File: src/tsp_pkg.sv
// Package: telnet stream parser types, codes and constants.
`default_nettype none

package tsp_pkg;

    localparam logic [7:0] TN_IAC  = 8'd255;
    localparam logic [7:0] TN_DONT = 8'd254;
    localparam logic [7:0] TN_DO   = 8'd253;
    localparam logic [7:0] TN_WONT = 8'd252;
    localparam logic [7:0] TN_WILL = 8'd251;
    localparam logic [7:0] TN_SB   = 8'd250;
    localparam logic [7:0] TN_SE   = 8'd240;

    localparam int QDEPTH = 4;
    localparam int QAW    = 2;

    typedef enum logic [2:0] {
        PH_DATA   = 3'd0,
        PH_IAC    = 3'd1,
        PH_VERB   = 3'd2,
        PH_SBOPT  = 3'd3,
        PH_SUB    = 3'd4,
        PH_SUBIAC = 3'd5
    } t_phase;

    typedef enum logic [2:0] {
        K_DATA    = 3'd0,
        K_CMD     = 3'd1,
        K_NEG     = 3'd2,
        K_SUBBEG  = 3'd3,
        K_SUBDATA = 3'd4,
        K_SUBEND  = 3'd5
    } t_kind;

    typedef struct packed {
        t_kind      kind;
        logic [7:0] value;
        logic [7:0] option_code;
        logic       last;
    } t_result;

    typedef struct packed {
        logic [1:0] count;
        t_result    res0;
        t_result    res1;
        t_phase     phase;
        logic [7:0] verb;
        logic [7:0] sub_opt;
    } t_step;

endpackage

`default_nettype wire

File: src/tsp_if.sv
// Interfaces: input byte channel and result channel.
`default_nettype none

interface tsp_in_if;
    logic       valid;
    logic       ready;
    logic [7:0] in_byte;

    modport source (output valid, output in_byte, input ready);
    modport sink   (input valid, input in_byte, output ready);
endinterface

interface tsp_out_if;
    logic       valid;
    logic       ready;
    logic [2:0] kind;
    logic [7:0] value;
    logic [7:0] option_code;
    logic       last;

    modport source (output valid, output kind, output value, output option_code,
                    output last, input ready);
    modport sink   (input valid, input kind, input value, input option_code,
                    input last, output ready);
endinterface

`default_nettype wire

File: src/tsp_classify.sv
// Classifier: next parse state and up to two results for one byte.
`default_nettype none

module tsp_classify (
    input  var tsp_pkg::t_phase i_phase,
    input  var logic [7:0]      i_verb,
    input  var logic [7:0]      i_sub_opt,
    input  var logic [7:0]      i_byte,
    output tsp_pkg::t_step      o_step
);

    function automatic tsp_pkg::t_result mk(tsp_pkg::t_kind k, logic [7:0] v,
                                            logic [7:0] o, logic l);
        tsp_pkg::t_result r;
        r.kind        = k;
        r.value       = v;
        r.option_code = o;
        r.last        = l;
        return r;
    endfunction

    always_comb begin
        o_step.count   = 2'd0;
        o_step.res0    = mk(tsp_pkg::K_DATA, 8'd0, 8'd0, 1'b1);
        o_step.res1    = mk(tsp_pkg::K_SUBDATA, i_byte, i_sub_opt, 1'b1);
        o_step.phase   = tsp_pkg::PH_DATA;
        o_step.verb    = i_verb;
        o_step.sub_opt = i_sub_opt;
        unique case (i_phase)
            tsp_pkg::PH_IAC: begin
                if (i_byte == tsp_pkg::TN_WILL || i_byte == tsp_pkg::TN_WONT ||
                    i_byte == tsp_pkg::TN_DO   || i_byte == tsp_pkg::TN_DONT) begin
                    o_step.verb  = i_byte;
                    o_step.phase = tsp_pkg::PH_VERB;
                end else if (i_byte == tsp_pkg::TN_SB) begin
                    o_step.phase = tsp_pkg::PH_SBOPT;
                end else if (i_byte == tsp_pkg::TN_IAC) begin
                    o_step.count = 2'd1;
                    o_step.res0  = mk(tsp_pkg::K_DATA, tsp_pkg::TN_IAC, 8'd0, 1'b1);
                end else begin
                    o_step.count = 2'd1;
                    o_step.res0  = mk(tsp_pkg::K_CMD, i_byte, 8'd0, 1'b1);
                end
            end
            tsp_pkg::PH_VERB: begin
                o_step.count = 2'd1;
                o_step.res0  = mk(tsp_pkg::K_NEG, i_verb, i_byte, 1'b1);
            end
            tsp_pkg::PH_SBOPT: begin
                o_step.sub_opt = i_byte;
                o_step.phase   = tsp_pkg::PH_SUB;
                o_step.count   = 2'd1;
                o_step.res0    = mk(tsp_pkg::K_SUBBEG, tsp_pkg::TN_SB, i_byte, 1'b1);
            end
            tsp_pkg::PH_SUB: begin
                if (i_byte == tsp_pkg::TN_IAC) begin
                    o_step.phase = tsp_pkg::PH_SUBIAC;
                end else begin
                    o_step.phase = tsp_pkg::PH_SUB;
                    o_step.count = 2'd1;
                    o_step.res0  = mk(tsp_pkg::K_SUBDATA, i_byte, i_sub_opt, 1'b1);
                end
            end
            tsp_pkg::PH_SUBIAC: begin
                if (i_byte == tsp_pkg::TN_SE) begin
                    o_step.count = 2'd1;
                    o_step.res0  = mk(tsp_pkg::K_SUBEND, tsp_pkg::TN_SE, i_sub_opt, 1'b1);
                end else if (i_byte == tsp_pkg::TN_IAC) begin
                    o_step.phase = tsp_pkg::PH_SUB;
                    o_step.count = 2'd1;
                    o_step.res0  = mk(tsp_pkg::K_SUBDATA, tsp_pkg::TN_IAC, i_sub_opt,
                                      1'b1);
                end else begin
                    // lone IAC inside sub: emit 255 then the byte
                    o_step.phase = tsp_pkg::PH_SUB;
                    o_step.count = 2'd2;
                    o_step.res0  = mk(tsp_pkg::K_SUBDATA, tsp_pkg::TN_IAC, i_sub_opt,
                                      1'b0);
                end
            end
            default: begin
                if (i_byte == tsp_pkg::TN_IAC) begin
                    o_step.phase = tsp_pkg::PH_IAC;
                end else begin
                    o_step.count = 2'd1;
                    o_step.res0  = mk(tsp_pkg::K_DATA, i_byte, 8'd0, 1'b1);
                end
            end
        endcase
    end

endmodule

`default_nettype wire

File: src/telnet_stream_parser.sv
// Top level: telnet receive byte classifier with input register and result queue.
//
//  channel  dir  payload                          beat
//  i_in     in   in_byte[7:0]                     one received byte
//  o_out    out  kind[2:0] value[7:0]             one tagged result
//                option_code[7:0] last
//
// One byte per cycle while the queue has room: a byte lands in the input
// register, is classified from there and pushes 0, 1 or 2 results into a
// 4-entry result queue. The input register drains only while the queue has room
// for two results, so a stalled sink backs up into i_in.ready.
// Synchronous active-low reset returns the parser to the plain data phase
// and empties both the input register and the queue.
`default_nettype none

module telnet_stream_parser (
    input  var logic  i_clk,
    input  var logic  i_rst_n,
    tsp_in_if.sink    i_in,
    tsp_out_if.source o_out
);

    logic                 r_in_vld;
    logic [7:0]           r_in_byte;
    tsp_pkg::t_phase      r_phase;
    logic [7:0]           r_verb;
    logic [7:0]           r_sub_opt;
    tsp_pkg::t_result     r_q [tsp_pkg::QDEPTH];
    logic [tsp_pkg::QAW-1:0] r_head;
    logic [tsp_pkg::QAW-1:0] r_tail;
    logic [tsp_pkg::QAW:0]   r_count;
    logic [tsp_pkg::QAW:0]   n_count;

    tsp_pkg::t_step  step;
    tsp_pkg::t_result head_res;
    logic            adv;
    logic            pop;
    logic [tsp_pkg::QAW:0] push_n;

    tsp_classify u_classify (
        .i_phase   (r_phase),
        .i_verb    (r_verb),
        .i_sub_opt (r_sub_opt),
        .i_byte    (r_in_byte),
        .o_step    (step)
    );

    assign adv        = r_in_vld && (r_count <= (tsp_pkg::QAW+1)'(tsp_pkg::QDEPTH - 2));
    assign i_in.ready = !r_in_vld || adv;
    assign pop        = o_out.valid && o_out.ready;
    assign push_n     = adv ? (tsp_pkg::QAW+1)'(step.count) : '0;
    assign n_count    = r_count + push_n - (tsp_pkg::QAW+1)'(pop);

    assign head_res          = r_q[r_head];
    assign o_out.valid       = (r_count != '0);
    assign o_out.kind        = head_res.kind;
    assign o_out.value       = head_res.value;
    assign o_out.option_code = head_res.option_code;
    assign o_out.last        = head_res.last;

    always_ff @(posedge i_clk) begin
        if (!i_rst_n) begin
            r_in_vld  <= 1'b0;
            r_phase   <= tsp_pkg::PH_DATA;
            r_verb    <= 8'd0;
            r_sub_opt <= 8'd0;
            r_head    <= '0;
            r_tail    <= '0;
            r_count   <= '0;
        end else begin
            if (i_in.ready) begin
                r_in_vld <= i_in.valid;
            end
            if (adv) begin
                r_phase   <= step.phase;
                r_verb    <= step.verb;
                r_sub_opt <= step.sub_opt;
                r_tail    <= r_tail + push_n[tsp_pkg::QAW-1:0];
            end
            if (pop) begin
                r_head <= r_head + 1'b1;
            end
            r_count <= n_count;
        end
    end

    always_ff @(posedge i_clk) begin
        if (i_in.ready && i_in.valid) begin
            r_in_byte <= i_in.in_byte;
        end
        if (adv && step.count != 2'd0) begin
            r_q[r_tail] <= step.res0;
        end
        if (adv && step.count == 2'd2) begin
            r_q[r_tail + 1'b1] <= step.res1;
        end
    end

endmodule

`default_nettype wire

File: src/flat_wrapper.sv
// flat-port wrapper written by rule: the top's interface ports become plain ports
module telnet_stream_parser_flat 
  (i_clk, i_rst_n, i_in_valid, i_in_in_byte, i_in_ready, o_out_valid, o_out_kind, o_out_value, o_out_option_code, o_out_last, o_out_ready);
  tsp_in_if i_in_i ();
  tsp_out_if o_out_i ();
  input  var logic i_clk;
  input  var logic i_rst_n;
  input wire logic [$bits(i_in_i.valid)-1:0] i_in_valid;
  input wire logic [$bits(i_in_i.in_byte)-1:0] i_in_in_byte;
  output wire logic [$bits(i_in_i.ready)-1:0] i_in_ready;
  output wire logic [$bits(o_out_i.valid)-1:0] o_out_valid;
  output wire logic [$bits(o_out_i.kind)-1:0] o_out_kind;
  output wire logic [$bits(o_out_i.value)-1:0] o_out_value;
  output wire logic [$bits(o_out_i.option_code)-1:0] o_out_option_code;
  output wire logic [$bits(o_out_i.last)-1:0] o_out_last;
  input wire logic [$bits(o_out_i.ready)-1:0] o_out_ready;
  assign i_in_i.valid = i_in_valid;
  assign i_in_i.in_byte = i_in_in_byte;
  assign i_in_ready = i_in_i.ready;
  assign o_out_valid = o_out_i.valid;
  assign o_out_kind = o_out_i.kind;
  assign o_out_value = o_out_i.value;
  assign o_out_option_code = o_out_i.option_code;
  assign o_out_last = o_out_i.last;
  assign o_out_i.ready = o_out_ready;
  telnet_stream_parser u_core (.i_clk(i_clk), .i_rst_n(i_rst_n), .i_in(i_in_i), .o_out(o_out_i));
endmodule
File: config.mk
export PLATFORM = sky130hd
export DESIGN_NAME = telnet_stream_parser_flat
export DESIGN_NICKNAME = d
export VERILOG_FILES = /design/src/tsp_pkg.sv /design/src/tsp_if.sv /design/src/tsp_classify.sv /design/src/telnet_stream_parser.sv /design/src/flat_wrapper.sv
export SDC_FILE = /design/constraint.sdc
export NUM_CORES = 1
export LEC_CHECK = 0
export BUFFER_PORTS_ARGS = -buffer_cell sky130_fd_sc_hd__buf_2
export CAP_MARGIN = 20
export CORE_MARGIN = 3
export CORE_UTILIZATION = 40
export DETAILED_ROUTE_END_ITERATION = 10
export GPL_ROUTABILITY_DRIVEN = 0
export PLACE_DENSITY = 0.66
export SYNTH_ARGS = -nofsm -noshare
export SYNTH_HDL_FRONTEND = slang
export SYNTH_SLANG_ARGS = --single-unit
File: constraint.sdc
create_clock -name i_clk -period 2.4 [get_ports i_clk]
set_clock_uncertainty 0.1 [all_clocks]
set_input_delay 0.48 -clock i_clk [delete_from_list [all_inputs] [get_ports i_clk]]
set_output_delay 0.48 -clock i_clk [all_outputs]
set_load 0.05 [all_outputs]
# Word level (Yosys, flattened, before mapping)
# Memory sizes are Yosys's and may differ from the RTL's. A register that Yosys moved wholly into a read port is not among the register bits.
# Cells that the tools add are included.
# W data, S select, Z words.
[totals]
rom_bits = 0
latch_bits = 0
input_bits = 12
out_inout_bits = 22
ff_bits = 35
n_memories = 1
wordCells = 63
ramBits = 80
[memory_table]
columns = ["memory", "words", "word_bits", "rd", "rd_clocked_by_memory_dff", "write_ports", "line", "rtl"]
rows = [
  ["u_core.r_q", 4, 20, 1, 1, 2, "telnet_stream_parser.sv:28", "tsp_pkg::t_result r_q [tsp_pkg::QDEPTH];"],
]
[classes]
shifts = 0
n_eq_ne = 13
mul = 0
n_reduce_logical = 14
div = 0
bitwise = 0
mux = 21
magnitude_cmp = 1
add_sub_neg = 5
[op_table]
columns = ["operator", "count"]
rows = [
  ["$pmux W22 S5", 1],
  ["$mux W22", 4],
  ["$eq A8 B8 Y1 const B", 7],
  ["$mux W21", 2],
  ["$mux W18", 1],
  ["$pmux W3 S5", 1],
  ["$mux W2", 5],
  ["$eq A3 B2 Y1 const B", 2],
  ["$eq A3 B3 Y1 const B", 2],
  ["$mux W1", 6],
  ["$logic_and A1 B1 Y1", 5],
  ["$add A2 B1 Y2 const B", 2],
  ["$logic_or A1 B1 Y1", 4],
  ["$add A3 B3 Y3", 1],
  ["$eq A3 B1 Y1 const B", 1],
  ["$le A3 B2 Y1 const B", 1],
  ["$mux W3", 1],
  ["$reduce_and A3 Y1", 1],
  ["$reduce_bool A3 Y1", 1],
  ["$sub A3 B1 Y3", 1],
  ["$add A2 B2 Y2", 1],
  ["$eq A2 B2 Y1 const B", 1],
  ["$reduce_and A2 Y1", 1],
  ["$reduce_bool A2 Y1", 1],
  ["$logic_not A1 Y1", 1],
]

# Longest topological paths before layout
# Gate-level depths: netlist of run 1.
[logic_depth]
depth_word = 10
ltp_mapped = 12
depth_no_buf = 10

# Hierarchy
# A second synthesis of run 1 with hierarchy kept.
[hier_totals]
hier_cells = 485
hier_area_um2 = 6283.5
[modules_own_cells]
columns = ["module", "seq_area_each_um2", "area_each_um2", "cells_each", "instances"]
rows = [
  ["telnet_stream_parser", 3223.1, 5442.7, 360, 1],
  ["tsp_classify", 0.0, 840.8, 125, 1],
]

# Worst setup path after synthesis of run 1
# No wires, ideal clock.
[synth_path]
path_type = "register -> register"
startpoint = "reg u_core.r_count[2] (netlist name)"
endpoint = "reg u_core.r_count[2] (netlist name)"
stages_incl_launch_ff = 11
period_less_slack_ns = 2.690
path_slack_ns = -0.290
setup_time_ns = 0.115
arrival_ns = 2.475
t_required_ns = 2.185
n_path_buf = 0
path_cell_list = "dfxtp_1 > or3_1 > and2_1 > ha_1 > inv_1 > ha_1 > inv_1 > fa_1 > xor2_1 > xnor2_1 > and2_1"
[synth_between]
word_cells_on_any_way = 7
cone_classes = "2 x add/sub; 1 x order compare; 1 x mux; 3 x reduce/logical"
[synth_lines]
columns = ["element", "line", "rtl"]
rows = [
  ["start: declaration", "telnet_stream_parser.sv:31", "logic [tsp_pkg::QAW:0] r_count;"],
  ["start signal: assignment", "telnet_stream_parser.sv:83", "r_count <= n_count;"],
  ["$reduce_bool A3 Y1", "telnet_stream_parser.sv:55", "assign o_out.valid = (r_count != '0);"],
  ["named net o_out_valid", "flat_wrapper.sv:11", "output wire logic [$bits(o_out_i.valid)-1:0] o_out_valid;"],
  ["$logic_and A1 B1 Y1", "telnet_stream_parser.sv:50", "assign pop = o_out.valid && o_out.ready;"],
  ["named net u_core.pop", "telnet_stream_parser.sv:37", "logic pop;"],
  ["$sub A3 B1 Y3", "telnet_stream_parser.sv:52", "assign n_count = r_count + push_n - (tsp_pkg::QAW+1)'(pop);"],
]
# The timed path passes the listed nets, and every way through them passes these cells.
# A chain may end at the register's enable or synchronous reset.

# Final worst setup path of run 1
[layout_path]
startpoint = "reg u_core.r_in_byte[1]"
endpoint = "reg u_core.r_tail[1] (netlist name)"
[layout_between]
elab_chain_cells = 8
word_cells_on_any_way = 19
cone_classes = "1 x add/sub; 7 x eq/ne; 8 x mux; 3 x reduce/logical"
[layout_rtl]
columns = ["element", "line", "rtl"]
rows = [
  ["start: declaration", "telnet_stream_parser.sv:24", "logic [7:0] r_in_byte;"],
  ["start signal: assignment", "telnet_stream_parser.sv:89", "r_in_byte <= i_in.in_byte;"],
  ["$eq A8 B8 Y1", "tsp_classify.sv:31", "if (i_byte == tsp_pkg::TN_WILL || i_byte == tsp_pkg::TN_WONT ||"],
  ["$logic_or A1 B1 Y1 (2 in a row)", "tsp_classify.sv:31", ""],
  ["$logic_or A1 B1 Y1", "tsp_classify.sv:32", "i_byte == tsp_pkg::TN_DO || i_byte == tsp_pkg::TN_DONT) begin"],
  ["$mux W22", "tsp_classify.sv:31", ""],
  ["$pmux W22 S5 (*)", "tsp_classify.sv:29", "unique case (i_phase)"],
  ["$mux W2 (*)", "telnet_stream_parser.sv:51", "assign push_n = adv ? (tsp_pkg::QAW+1)'(step.count) : '0;"],
  ["$add A2 B2 Y2 (*)", "telnet_stream_parser.sv:78", "r_tail <= r_tail + push_n[tsp_pkg::QAW-1:0];"],
  ["end signal: assignment", "telnet_stream_parser.sv:78", ""],
  ["end: declaration", "telnet_stream_parser.sv:30", "logic [tsp_pkg::QAW-1:0] r_tail;"],
]
# Mark *: on every way between the ends. The rest lies on a longest branch, timed or not.

==> results summary, run 1 <==
The flow ran to the end, but the final reports show violations. The checks that failed: setup timing. The number of placed instances, taps included is 773. The number of slew-limit violations in the final report was 0. The worst setup path is captured at a flip-flop. STA classifies the critical path startpoint as a flip-flop.

The synthesized design contains 117 register bits. The detailed placer's ending HPWL is 10.15 mm. For this design the static power due to leakage is 2.972 nW.

The path with the worst hold slack has its endpoint at u_core.r_in_byte[2]. No sink is reached through more buffers than the 2 on the longest clock path. The most frequently used flop master after synthesis is sky130_fd_sc_hd__edfxtp_1. After layout, the minimum clock period comes to 2.641 ns.

The tightest slew margin relative to the limit came out at 61.22%. The H-tree depth is 4. The count of yosys warnings during synthesis is 0. The most common cell after layout, fill and taps aside is sky130_fd_sc_hd__nand2_1.

The core footprint came out at 0.01404 sq mm. The pin count of the biggest net entering global routing came out at 29. The maximum clock frequency is 378.6 MHz.

The maximum VDD drop is 655.0 uV. Using the TritonRoute via totals, the vias-per-cell ratio works out to 5.418. The first-pass iteration count of the detailed router is 6.

The wire length of the first global-routing pass came out at 23.56 mm. The portion of the clock cycle consumed by the worst path in the final layout came out at 110.1%. The detail-routed net length per standard cell is 18.09 microns. The number of clock sinks seen by CTS came out at 117. In this run the cell area of the synthesized design comes to 0.005794 sq mm. In the routed design, unresolved DRC markers number 0. The count of cells in the finished layout, fillers not included, comes to 821. Pin placement for this block handled 34 I/O pins.

Buffers inserted to repair hold after CTS numbered 0. The number of cells traversed by the worst hold path is 1. The transition time at the pin with the least slew margin came out at 0.5757 ns. The largest incremental delay on the critical path is 0.50 ns.

The peak fanout along the critical path is 6. The top cell types in the final layout, fill and taps aside, are 78 x sky130_fd_sc_hd__nand2_1, 72 x sky130_fd_sc_hd__edfxtp_1, 71 x sky130_fd_sc_hd__buf_4. The cell count after synthesis came out at 522. After clock tree synthesis, the clock-pin slew on the worst setup and hold paths is 0.05 ns. The effective utilization at floorplan came out at 41.26%. The sum of internal, switching and leakage power came out at 6.355 mW. The global router's overall resource usage is 19.07%.

Traced cell by cell, the critical path runs through and4_4 -> o211ai_1 -> a22oi_4 -> o21a_1 -> buf_4 -> ha_4 -> or3_4 -> a21oi_2 -> xor2_1 -> and2_1. The first routing iteration left 457 violations. The number of antenna violations at the first check in global routing is 0.

The final-layout worst hold slack is 0.1423 ns. The count of different cell masters after synthesis is 61. The average size of a mapped cell is 11.10 sq um. The critical path data arrival time came out at 2.84 ns. The required arrival time at the worst endpoint is 2.60 ns. The setup slack of the worst register-to-register path is -0.24 ns. Clock latency on the worst-skew pair, taken at its later pin, is 0.41 ns. The share of flip-flops with an asynchronous set or reset came out at 0%. Measured along the x axis, the die boundary spans 126.4 microns. The growth of design area from synthesis to finish is 30.17%. Across all setup checks in the final design, the least slack found is -0.2412 ns. The final number of hold-violating endpoints was 0.

The clock tree from TritonCTS is done. The number of buffer cells added on primary ports came out at 33. The worst setup path is of the flip-flop to flip-flop kind. The area of the die came out at 0.01597 sq mm. The final antenna-violating net count came out at 0. The number of standard-cell rows in the floorplan is 43. The total power density per cell area is 842.6 mW/mm^2. The net count of the mapped netlist came out at 539.

In this run, synthesis inferred 72 flip-flops with an integrated enable. The count of maximum capacitance violations came out at 0. In this run the critical register-to-register path is captured at u_core.r_tail[1]. The final layout contains 645 nets. The type of the worst min-delay path is input port to flip-flop.

Buffers inserted during clock tree synthesis total 17. The via count of the first global-routing pass was 4592. The repair_antennas step left the layout with diodes totalling 0. The routed design has 14.85 mm of wire. The die is 126.4 microns tall.

Sequential cells were found to cover 52.86% of the synthesized design area. Setup repair after global routing could not meet its margin everywhere. For the worst flop-to-flop path, the logic depth is 10. The post-route netlist has 31.98% of its cells at a drive strength greater than 1. The count of final setup violators is 141. In this run the most critical hold path is launched from i_in_in_byte[2].

CTS placed an instance of sky130_fd_sc_hd__clkbuf_16 at the clock tree root. The via total after detailed routing came out at 4448. In this run the critical register-to-register path is launched from u_core.r_in_byte[1]. The largest individual stage delay along the critical path comes from the cell sky130_fd_sc_hd__edfxtp_1. The sum of overflow across all layers after global routing is 0.
-- cell families (layout without fill, tap and decap cells) --
kind of cell    after synthesis  after routing  share of synthesized area (%)
compound gates              135            135                          15.35
xor+xnor                      6              6                         0.9069
simple gates                171            173                          14.51
mux                          40             40                          11.25
buf+inv                      48            165                          3.908
flops                       117            117                          52.86
fa+ha+maj                     5              5                          1.209
-- routing by layer --
metal	part of all wire [%]	wire length (microns)	global-route usage, %	vias up
met2	50	7378	32.07	169
met5	0	0	0	-
li1	-	-	-	2127
met4	2.1	305	7.571	0
met3	5.8	866	5.305	20
met1	42	6303	23.26	2132
-- worst max-delay path by stage --
stage / cells after the start / endpoint / start / slack [ns]
after global placement: 11 / u_core.r_count[2] / u_core.r_in_byte[2] / -0.1
after floorplan: 11 / u_core.r_count[2] / u_core.r_in_byte[1] / -0.17
final: 10 / u_core.r_tail[1] / u_core.r_in_byte[1] / -0.24
after CTS: 10 / u_core.r_count[2] / u_core.r_in_byte[2] / -0.17
after global routing: 10 / u_core.r_count[2] / u_core.r_in_byte[2] / -0.33
after detailed placement: 11 / u_core.r_count[2] / u_core.r_in_byte[2] / -0.22
-- per-stage QoR --
stage	utilization (%)	cell area (sq um)	setup slack (ns)	setup TNS, ns
global placement	47.73	6703	-0.09849	-5.411
finish	53.71	7542	-0.2412	-14.93
detailed placement	47.73	6703	-0.2158	-9.904
CTS	52.90	7428	-0.1681	-11.52
floorplan	-	5847	-0.1717	-0.2799
global route	53.71	7542	-0.3276	-25.53
-- area by class of cell --
cell class | count | area (sq um)
Fill cell | 1170 | 6500
Sequential cell | 117 | 3068
Multi-Input combinational cell | 359 | 2643
Timing Repair Buffer | 123 | 1007
Clock buffer | 28 | 518.0
Tap cell | 180 | 225.2
Clock inverter | 4 | 43.79
Inverter | 10 | 37.54
-- registers in the layout, summed over array words and instances, names as in the netlist, named ones only --
| signal | flops |
|---|---|
| u_core.r_tail | 2 |
| u_core.r_verb | 8 |
| u_core.r_q | 80 |
| u_core.r_phase | 3 |
| u_core.r_sub_opt | 8 |
| u_core.r_count | 3 |
| u_core.r_in_vld | 1 |
| u_core.r_in_byte | 8 |
| u_core.r_head | 2 |
-- cell usage after synthesis (2+ instances only) --
| cell | n | area, sq um |
|---|---|---|
| sky130_fd_sc_hd__mux4_2 | 20 | 450.4 |
| sky130_fd_sc_hd__inv_2 | 3 | 11.26 |
| sky130_fd_sc_hd__inv_1 | 7 | 26.28 |
| sky130_fd_sc_hd__a31oi_1 | 2 | 12.51 |
| sky130_fd_sc_hd__xnor2_1 | 2 | 17.52 |
| sky130_fd_sc_hd__nor2b_1 | 17 | 106.4 |
| sky130_fd_sc_hd__and3_1 | 3 | 18.77 |
| sky130_fd_sc_hd__nand3_1 | 10 | 50.05 |
| sky130_fd_sc_hd__a211oi_1 | 2 | 15.01 |
| sky130_fd_sc_hd__buf_6 | 2 | 22.52 |
| sky130_fd_sc_hd__a21boi_0 | 2 | 15.01 |
| sky130_fd_sc_hd__xor2_1 | 4 | 35.03 |
| sky130_fd_sc_hd__a21oi_1 | 15 | 75.07 |
| sky130_fd_sc_hd__o211ai_2 | 3 | 37.54 |
| sky130_fd_sc_hd__a21o_1 | 5 | 37.54 |
| sky130_fd_sc_hd__o21ai_0 | 68 | 340.3 |
| sky130_fd_sc_hd__or3_1 | 4 | 25.02 |
| sky130_fd_sc_hd__a221oi_1 | 2 | 17.52 |
| sky130_fd_sc_hd__buf_1 | 2 | 7.510 |
| sky130_fd_sc_hd__clkbuf_1 | 19 | 71.32 |
| sky130_fd_sc_hd__buf_2 | 9 | 45.04 |
| sky130_fd_sc_hd__nand2b_1 | 3 | 18.77 |
| sky130_fd_sc_hd__o211ai_1 | 2 | 15.01 |
| sky130_fd_sc_hd__and4_1 | 2 | 17.52 |
| sky130_fd_sc_hd__nand2_1 | 82 | 307.8 |
| sky130_fd_sc_hd__mux2i_1 | 19 | 190.2 |
| sky130_fd_sc_hd__and2_1 | 9 | 56.30 |
| sky130_fd_sc_hd__a22o_1 | 8 | 70.07 |
| sky130_fd_sc_hd__o21a_1 | 7 | 52.55 |
| sky130_fd_sc_hd__o21ai_1 | 6 | 30.03 |
| sky130_fd_sc_hd__edfxtp_1 | 72 | 2162 |
| sky130_fd_sc_hd__dfxtp_1 | 45 | 900.9 |
| sky130_fd_sc_hd__a211o_1 | 2 | 17.52 |
| sky130_fd_sc_hd__nor2_1 | 30 | 112.6 |
| sky130_fd_sc_hd__buf_4 | 5 | 37.54 |
| sky130_fd_sc_hd__ha_1 | 4 | 50.05 |
-- worst max-delay path: cells and delay by family (launching register included) --
family / cells / cell delay, ns
AO/OA/AOI/OAI: 4 / 0.78
XOR/XNOR: 1 / 0.07
adder cells (fa/ha/maj): 1 / 0.15
buffers and inverters: 1 / 0.15
flip-flops: 1 / 0.50
AND/OR/NAND/NOR: 3 / 0.78
-- timing repair --
action,in CTS,in global routing
hold endpoints to repair,0,0
gates resized for setup,14,14
pin swaps,6,9
cloned,3,1
buffers inserted,7,6
setup endpoints to repair,132,156
-- report_power, final --
part | total [mW] | internal [mW] | switching, mW
logic | 1.64 | 0.660 | 0.984
registers | 2.34 | 2.26 | 0.0855
clock network | 2.37 | 1.56 | 0.810
total | 6.36 | 4.48 | 1.88
Note: power is estimated with default switching activity, not from simulation.
==> run 2, diff against run 1 <==
PLACE_DENSITY = 0.61   (was 0.66)
==> run 2 against run 1 <==
Global-route usage is 0.10 points higher; critical endpoint unchanged; critical path type unchanged; via count up 1.5%; wire length is 1.0% higher; first-iteration DRC count fell by 4.2%; combinational power about the same; register-to-register slack improved by 0.08 ns; sequential power barely moved; clock power increased by 9.3%; the flow still finishes with violations (setup timing); die area stayed put; sequential cell count unchanged; cell count down 0.37%.
==> results summary, run 2 (synthesis gave the netlist of run 1 again) <==
The flow ran to the end, but the final reports show violations. The final reports fail on setup timing. The detail-routed net length per standard cell came out at 18.35 microns.

The number of buffers created by CTS is 17. The via count of the first global-routing pass is 4480. The H-tree depth came out at 4. The tightest slew margin relative to the limit came out at 66.79%. TritonCTS built the clock tree. The final-stage net count is 642. The ratio of cells with drive above 1 in the final layout came out at 33.07%. The global router's overall resource usage is 19.17%.

The switching power came out at 1.958 mW. The sort of element at the start of the critical path is a flip-flop. The tree is rooted in a sky130_fd_sc_hd__clkbuf_16.

The number of design-rule violations left by the first detailed-router iteration came out at 438. The first-pass iteration count of the detailed router came out at 6. The final antenna-violating net count is 0. The maximum clock frequency is 390.8 MHz. The number of buffer cells added on primary ports came out at 33. The final number of hold-violating endpoints is 0. The required arrival time at the worst endpoint came out at 2.61 ns. Broken down by cell family, the worst path's largest delay share belongs to simple AND/OR/NAND/NOR gates. No sink is reached through more buffers than the 2 on the longest clock path. The sum of internal, switching and leakage power came out at 6.574 mW. Setup violations remaining at the end of the flow were counted as 132. The total power density per cell area is 863.5 mW/mm^2. The detailed placer's ending HPWL came out at 10.04 mm. The setup slack after layout came out at -0.1587 ns.

The number of filler instances in the final layout is 1180. The pin count of the biggest net entering global routing is 29. The number of flip-flops under the largest register name came out at 80. The portion of the clock cycle consumed by the worst path in the final layout is 106.6%. The routed design has 15.01 mm of wire. The post-CTS clock slew at the launch and capture registers of the worst setup and hold paths came out at 0.05 ns. The sequential cell fraction of total power is 35.4%. In the layout the commonest cells are 78 x sky130_fd_sc_hd__nand2_1, 72 x sky130_fd_sc_hd__edfxtp_1, 69 x sky130_fd_sc_hd__buf_4. The sum of overflow across all layers after global routing is 0.

The number of top-level pins is 34. More flip-flops sit in one register than any other, and that register is u_core.r_q. The static power due to leakage came out at 3.021 nW.

For the final routed database, the setup TNS stands at -8.275 ns. The number of antenna violations at the first check in global routing came out at 0. The worst setup slack before clock tree synthesis came out at -0.1708 ns. The maximum VDD drop came out at 893.8 uV. At the pin with the least slew margin, the transition time is 0.4982 ns. The cell at the slowest stage of the critical path is sky130_fd_sc_hd__edfxtp_1.

The minimum clock period after layout came out at 2.559 ns. The via total after detailed routing is 4516. The per-cell via count in the routed design came out at 5.521. The most common cell after layout, fill and taps aside is sky130_fd_sc_hd__nand2_1. The combined buffer and inverter count along the critical path came out at 0. The total internal power came out at 4.616 mW. Along the worst path, the maximum fanout reaches 6. The core footprint is 0.01404 sq mm.

The count of maximum capacitance violations is 0. The type of the worst min-delay path is input port to flip-flop. The number of slew-limit violations in the final report was 0. The critical path class is flip-flop to flip-flop. At the end of the flow the core is filled with cells to 54.22%.

The portion of total power attributed to combinational logic came out at 25.2%. The width of the chip is 126.4 microns. After detailed routing, the number of remaining DRC violations is 0. The net switching share of the total power is 29.78%.

The number of clock sinks seen by CTS is 117. The die height is 126.4 microns. The worst setup path is captured at a flip-flop.

The clock network fraction of total power is 39.4%. Compared with the post-synthesis result, the final layout area differs by 31.40%. Clock latency on the worst-skew pair, taken at its later pin, is 0.42 ns. The number of antenna diodes in the final layout is 0. The initialized floorplan defines 43 standard-cell rows. Walking the worst path, the cells encountered are and3_2 -> o311ai_4 -> nand2_1 -> o21a_1 -> ha_1 -> or3_1 -> a21oi_2 -> xor2_1 -> and2_1. The wire length of the first global-routing pass is 23.47 mm. The area of the die is 0.01597 sq mm. Setup repair after global routing could not meet its margin everywhere.

The largest incremental delay on the critical path is 0.48 ns. The effective utilization at floorplan is 41.26%. Data arrives at the worst endpoint at 2.77 ns.
run 2: repair_timing:
action                                  in CTS  in global routing
endpoints found under the setup margin     135                133
hold buffers                                 0                  0
resized for setup                           18                 16
buffers inserted                             6                  4
pin swaps                                    5                  4
gates cloned                                 1                  1
run 2: path summary, 6_finish.rpt:
check	startpoint	endpoint	slack, ns	cells past startpoint
setup reg to reg	u_core.r_in_byte[1]	u_core.r_tail[1]	-0.16	9
setup / recovery	u_core.r_in_byte[1]	u_core.r_tail[1]	-0.16	9
hold reg to reg	u_core.r_q[1][19]	u_core.r_q[1][19]	0.35	1
hold / removal	i_in_in_byte[2]	u_core.r_in_byte[2]	0.14	1
run 2: area by class of cell:
class	instances	area [sq um]	area share [%]
Sequential cell	117	3064	40.25
Multi-Input combinational cell	357	2645	34.74
Timing Repair Buffer	122	1020	13.39
Clock buffer	22	506.7	6.656
Tap cell	180	225.2	2.958
Clock inverter	10	115.1	1.512
Inverter	10	37.54	0.4930
run 2: per-stage QoR:
stage	instances	area, sq um	hold WS, ns
floorplan	522	5847	0.3211
global placement	774	6698	0.3370
detailed placement	774	6698	0.3425
CTS	813	7468	0.1193
global route	818	7614	0.1242
finish	818	7614	0.1357
run 2: per-layer routing:
metal  wire (microns)  up-vias  share of wire (%)  GRT usage (%)
li1                 -     2128                  -              -
met1             6445     2187                 43          23.89
met2             7485      166                 50          32.13
met3              777       35                5.2          4.716
met4              298        0                2.0          7.634
met5                0        -                  0              0
run 2: worst register-to-register path, delay by kind of cell (launching register included):
| kind | cells | cell delay, ns |
|---|---|---|
| XOR/XNOR | 1 | 0.07 |
| adder cells (fa/ha/maj) | 1 | 0.21 |
| AO/OA/AOI/OAI | 3 | 0.68 |
| AND/OR/NAND/NOR | 4 | 0.92 |
| flip-flops | 1 | 0.48 |
run 2: power by group through the flow:
stage / combinational [mW] / clock, mW / sequential [mW]
after floorplan: 1.14 / 0 / 2.33
after global placement: 1.54 / 0 / 2.35
after detailed placement: 1.56 / 0 / 2.36
after CTS: 1.60 / 2.63 / 2.32
after global routing: 1.77 / 2.72 / 2.34
final: 1.66 / 2.59 / 2.33
==> run 3, diff against run 2 <==
CORE_UTILIZATION = 30   (was 40)
PLACE_DENSITY = 0.5   (was 0.61)
==> run 3 against run 2 <==
The run still ends with setup timing left; sequential power hardly changed; die area is 32% higher; register-to-register slack worse by 0.02 ns; combinational power is 9% higher; maximum frequency is 0.64% lower; final area is 7.5% higher; wire length is 12% higher; highest routed layer unchanged; global-route usage is 3.9 points lower; via count is 0.42% higher.
==> results summary, run 3 (synthesis gave the netlist of run 1 again) <==
The minimum clock period after layout came out at 2.575 ns. The final-stage net count is 654. The pin count of the biggest net entering global routing came out at 29.

Once detailed placement completed, the half-perimeter wirelength came to 10.77 mm. The count of final setup violators is 141. The clock network fraction of total power is 35.2%. The maximum clock frequency came out at 388.3 MHz. STA classifies the critical path endpoint as a flip-flop. Leaving out fill and tap cells, the most frequent cell in the layout is sky130_fd_sc_hd__nand2_1. The core footprint came out at 0.01883 sq mm. The ratio of cells with drive above 1 in the final layout came out at 42.62%. The final number of hold-violating endpoints was 0.

The top cell types in the final layout, fill and taps aside, are 78 x sky130_fd_sc_hd__nand2_1, 72 x sky130_fd_sc_hd__edfxtp_1, 68 x sky130_fd_sc_hd__buf_4. The number of antenna violations at the first check in global routing was 0. The worst setup slack before clock tree synthesis is -0.2000 ns. The design draws 6.433 mW. The via total after detailed routing is 4535. The critical path in this run is classified as flip-flop to flip-flop.

The H-tree was split into 4 levels. After layout, the worst setup slack is -0.1753 ns. In this run the critical register-to-register path is launched from u_core.r_in_byte[1].

The first global-routing pass estimated 24.91 mm of wire. The area of the die is 0.02102 sq mm. The number of design-rule violations left by the first detailed-router iteration is 206. The sum of overflow across all layers after global routing is 0. After clock tree synthesis, the clock-pin slew on the worst setup and hold paths is 0.05 ns. The portion of the clock cycle consumed by the worst path in the final layout came out at 107.3%.

The register with the most flip-flops in the final layout is u_core.r_q. The clock tree from TritonCTS is done. At the pin with the least slew margin, the transition time is 0.5280 ns. The sort of element at the start of the critical path is a flip-flop.

The number of flip-flops under the largest register name is 80. The detail-routed net length per standard cell is 18.48 microns. The count of unresolved DRC violations after routing came out at 0. The die height came out at 145.0 microns.

The number of buffers created by CTS is 17. The number of standard-cell rows in the floorplan is 50. The via count of the first global-routing pass was 4521. The maximum VDD drop came out at 524.3 uV. The start point of the critical path is u_core.r_in_byte[1]. The per-cell via count in the routed design is 4.984. For this design the ratio of total power to cell area is 786.2 mW/mm^2. The type of the worst min-delay path is input port to flip-flop. Combinational cells account for 28.2% of the total power. The checks that failed: setup timing. The global router's overall resource usage is 15.23%. The peak fanout along the critical path is 7. The critical path data arrival time came out at 2.64 ns. 0 antenna diodes ended up in the layout.

The switching power came out at 2.009 mW. The number of placed instances, taps included came out at 853. At the worst endpoint, the required time is 2.47 ns. The clock latency of the later-clocked register in the worst-skew pair is 0.41 ns. The number of filler instances in the final layout came out at 1789. The total internal power came out at 4.424 mW. After routing, the total negative slack on setup checks comes to -16.06 ns. The count of maximum capacitance violations is 0. The buffer type at the clock tree root is sky130_fd_sc_hd__clkbuf_16. For this block, the routed nets add up to 16.81 mm of wire. In this run the most critical hold path is launched from i_in_in_byte[0]. The share of total power dissipated in sequential elements is 36.6%. The number of buffer cells added on primary ports came out at 33. The static power due to leakage is 3.210 nW.

The effective utilization at floorplan came out at 30.77%. For this design, the sink count on the clock tree is 117. Leaving out filler cells and counting taps, the final layout contains 910. For this run, the detailed router's first-pass iteration total came to 4. The number of slew-limit violations in the final report is 0. The width of the chip is 145.0 microns.

The growth of design area from synthesis to finish came out at 41.22%. The maximum root-to-sink buffer count came out at 2. The number of hold-repair buffers added at the cts stage came out at 0. The final antenna-violating net count is 0. The tightest slew margin relative to the limit is 64.80%.

The run finished, with violations left. Setup repair after global routing could not meet its margin everywhere. The number of top-level pins came out at 34. Net switching is 31.23% of the power.
[run 3: layer usage]
metal | track usage [%] | up-vias | wire [microns]
met5 | 0 | - | 0
met2 | 25.12 | 119 | 8309
met4 | 5.178 | 0 | 326
met3 | 4.310 | 22 | 737
met1 | 19.31 | 2228 | 7440
li1 | - | 2166 | -
[run 3: power groups by stage]
stage | clock (mW) | sequential (mW) | combinational (mW)
finish | 2.27 | 2.35 | 1.81
detailed placement | 0 | 2.37 | 1.59
floorplan | 0 | 2.33 | 1.14
CTS | 2.31 | 2.34 | 1.67
global route | 2.39 | 2.36 | 1.93
global placement | 0 | 2.36 | 1.59
[run 3: metrics by stage]
stage	hold slack, ns	area (sq um)	utilization, %
after global routing	0.1205	8183	43.46
final	0.1415	8183	43.46
after CTS	0.1239	7550	40.09
after detailed placement	0.3360	6853	36.39
after floorplan	0.3211	5847	-
after global placement	0.3343	6853	36.39
[run 3: area by class of cell]
class	instances	area, sq um	area share (%)
clock buffer	22	444.2	5.428
timing repair buffer	132	1286	15.72
inverter	10	40.04	0.4893
sequential	117	3067	37.48
multi-input combinational	359	2937	35.89
clock inverter	10	83.83	1.024
tap	260	325.3	3.976
[run 3: critical path, cell delays in order, from the launching register on]
cell	delay (ns)
sky130_fd_sc_hd__edfxtp_1	0.51
sky130_fd_sc_hd__buf_6	0.17
sky130_fd_sc_hd__or4_4	0.54
sky130_fd_sc_hd__a21oi_4	0.18
sky130_fd_sc_hd__o211ai_4	0.14
sky130_fd_sc_hd__o211ai_2	0.22
sky130_fd_sc_hd__buf_8	0.22
sky130_fd_sc_hd__inv_4	0.04
sky130_fd_sc_hd__a22o_1	0.20
[run 3: final timing paths]
check / end / slack [ns] / cells past startpoint
max reg2reg: u_core.r_q[2][11] / -0.18 / 8
max: u_core.r_q[2][11] / -0.18 / 8
min: u_core.r_in_byte[0] / 0.14 / 1
min reg2reg: u_core.r_q[2][19] / 0.35 / 1
[run 3: what timing repair did]
action	CTS	global route
cloned	2	7
resized for setup	16	153
pin swaps	11	30
setup endpoints to repair	133	161
endpoints found under the hold margin	0	0
setup buffers	8	9
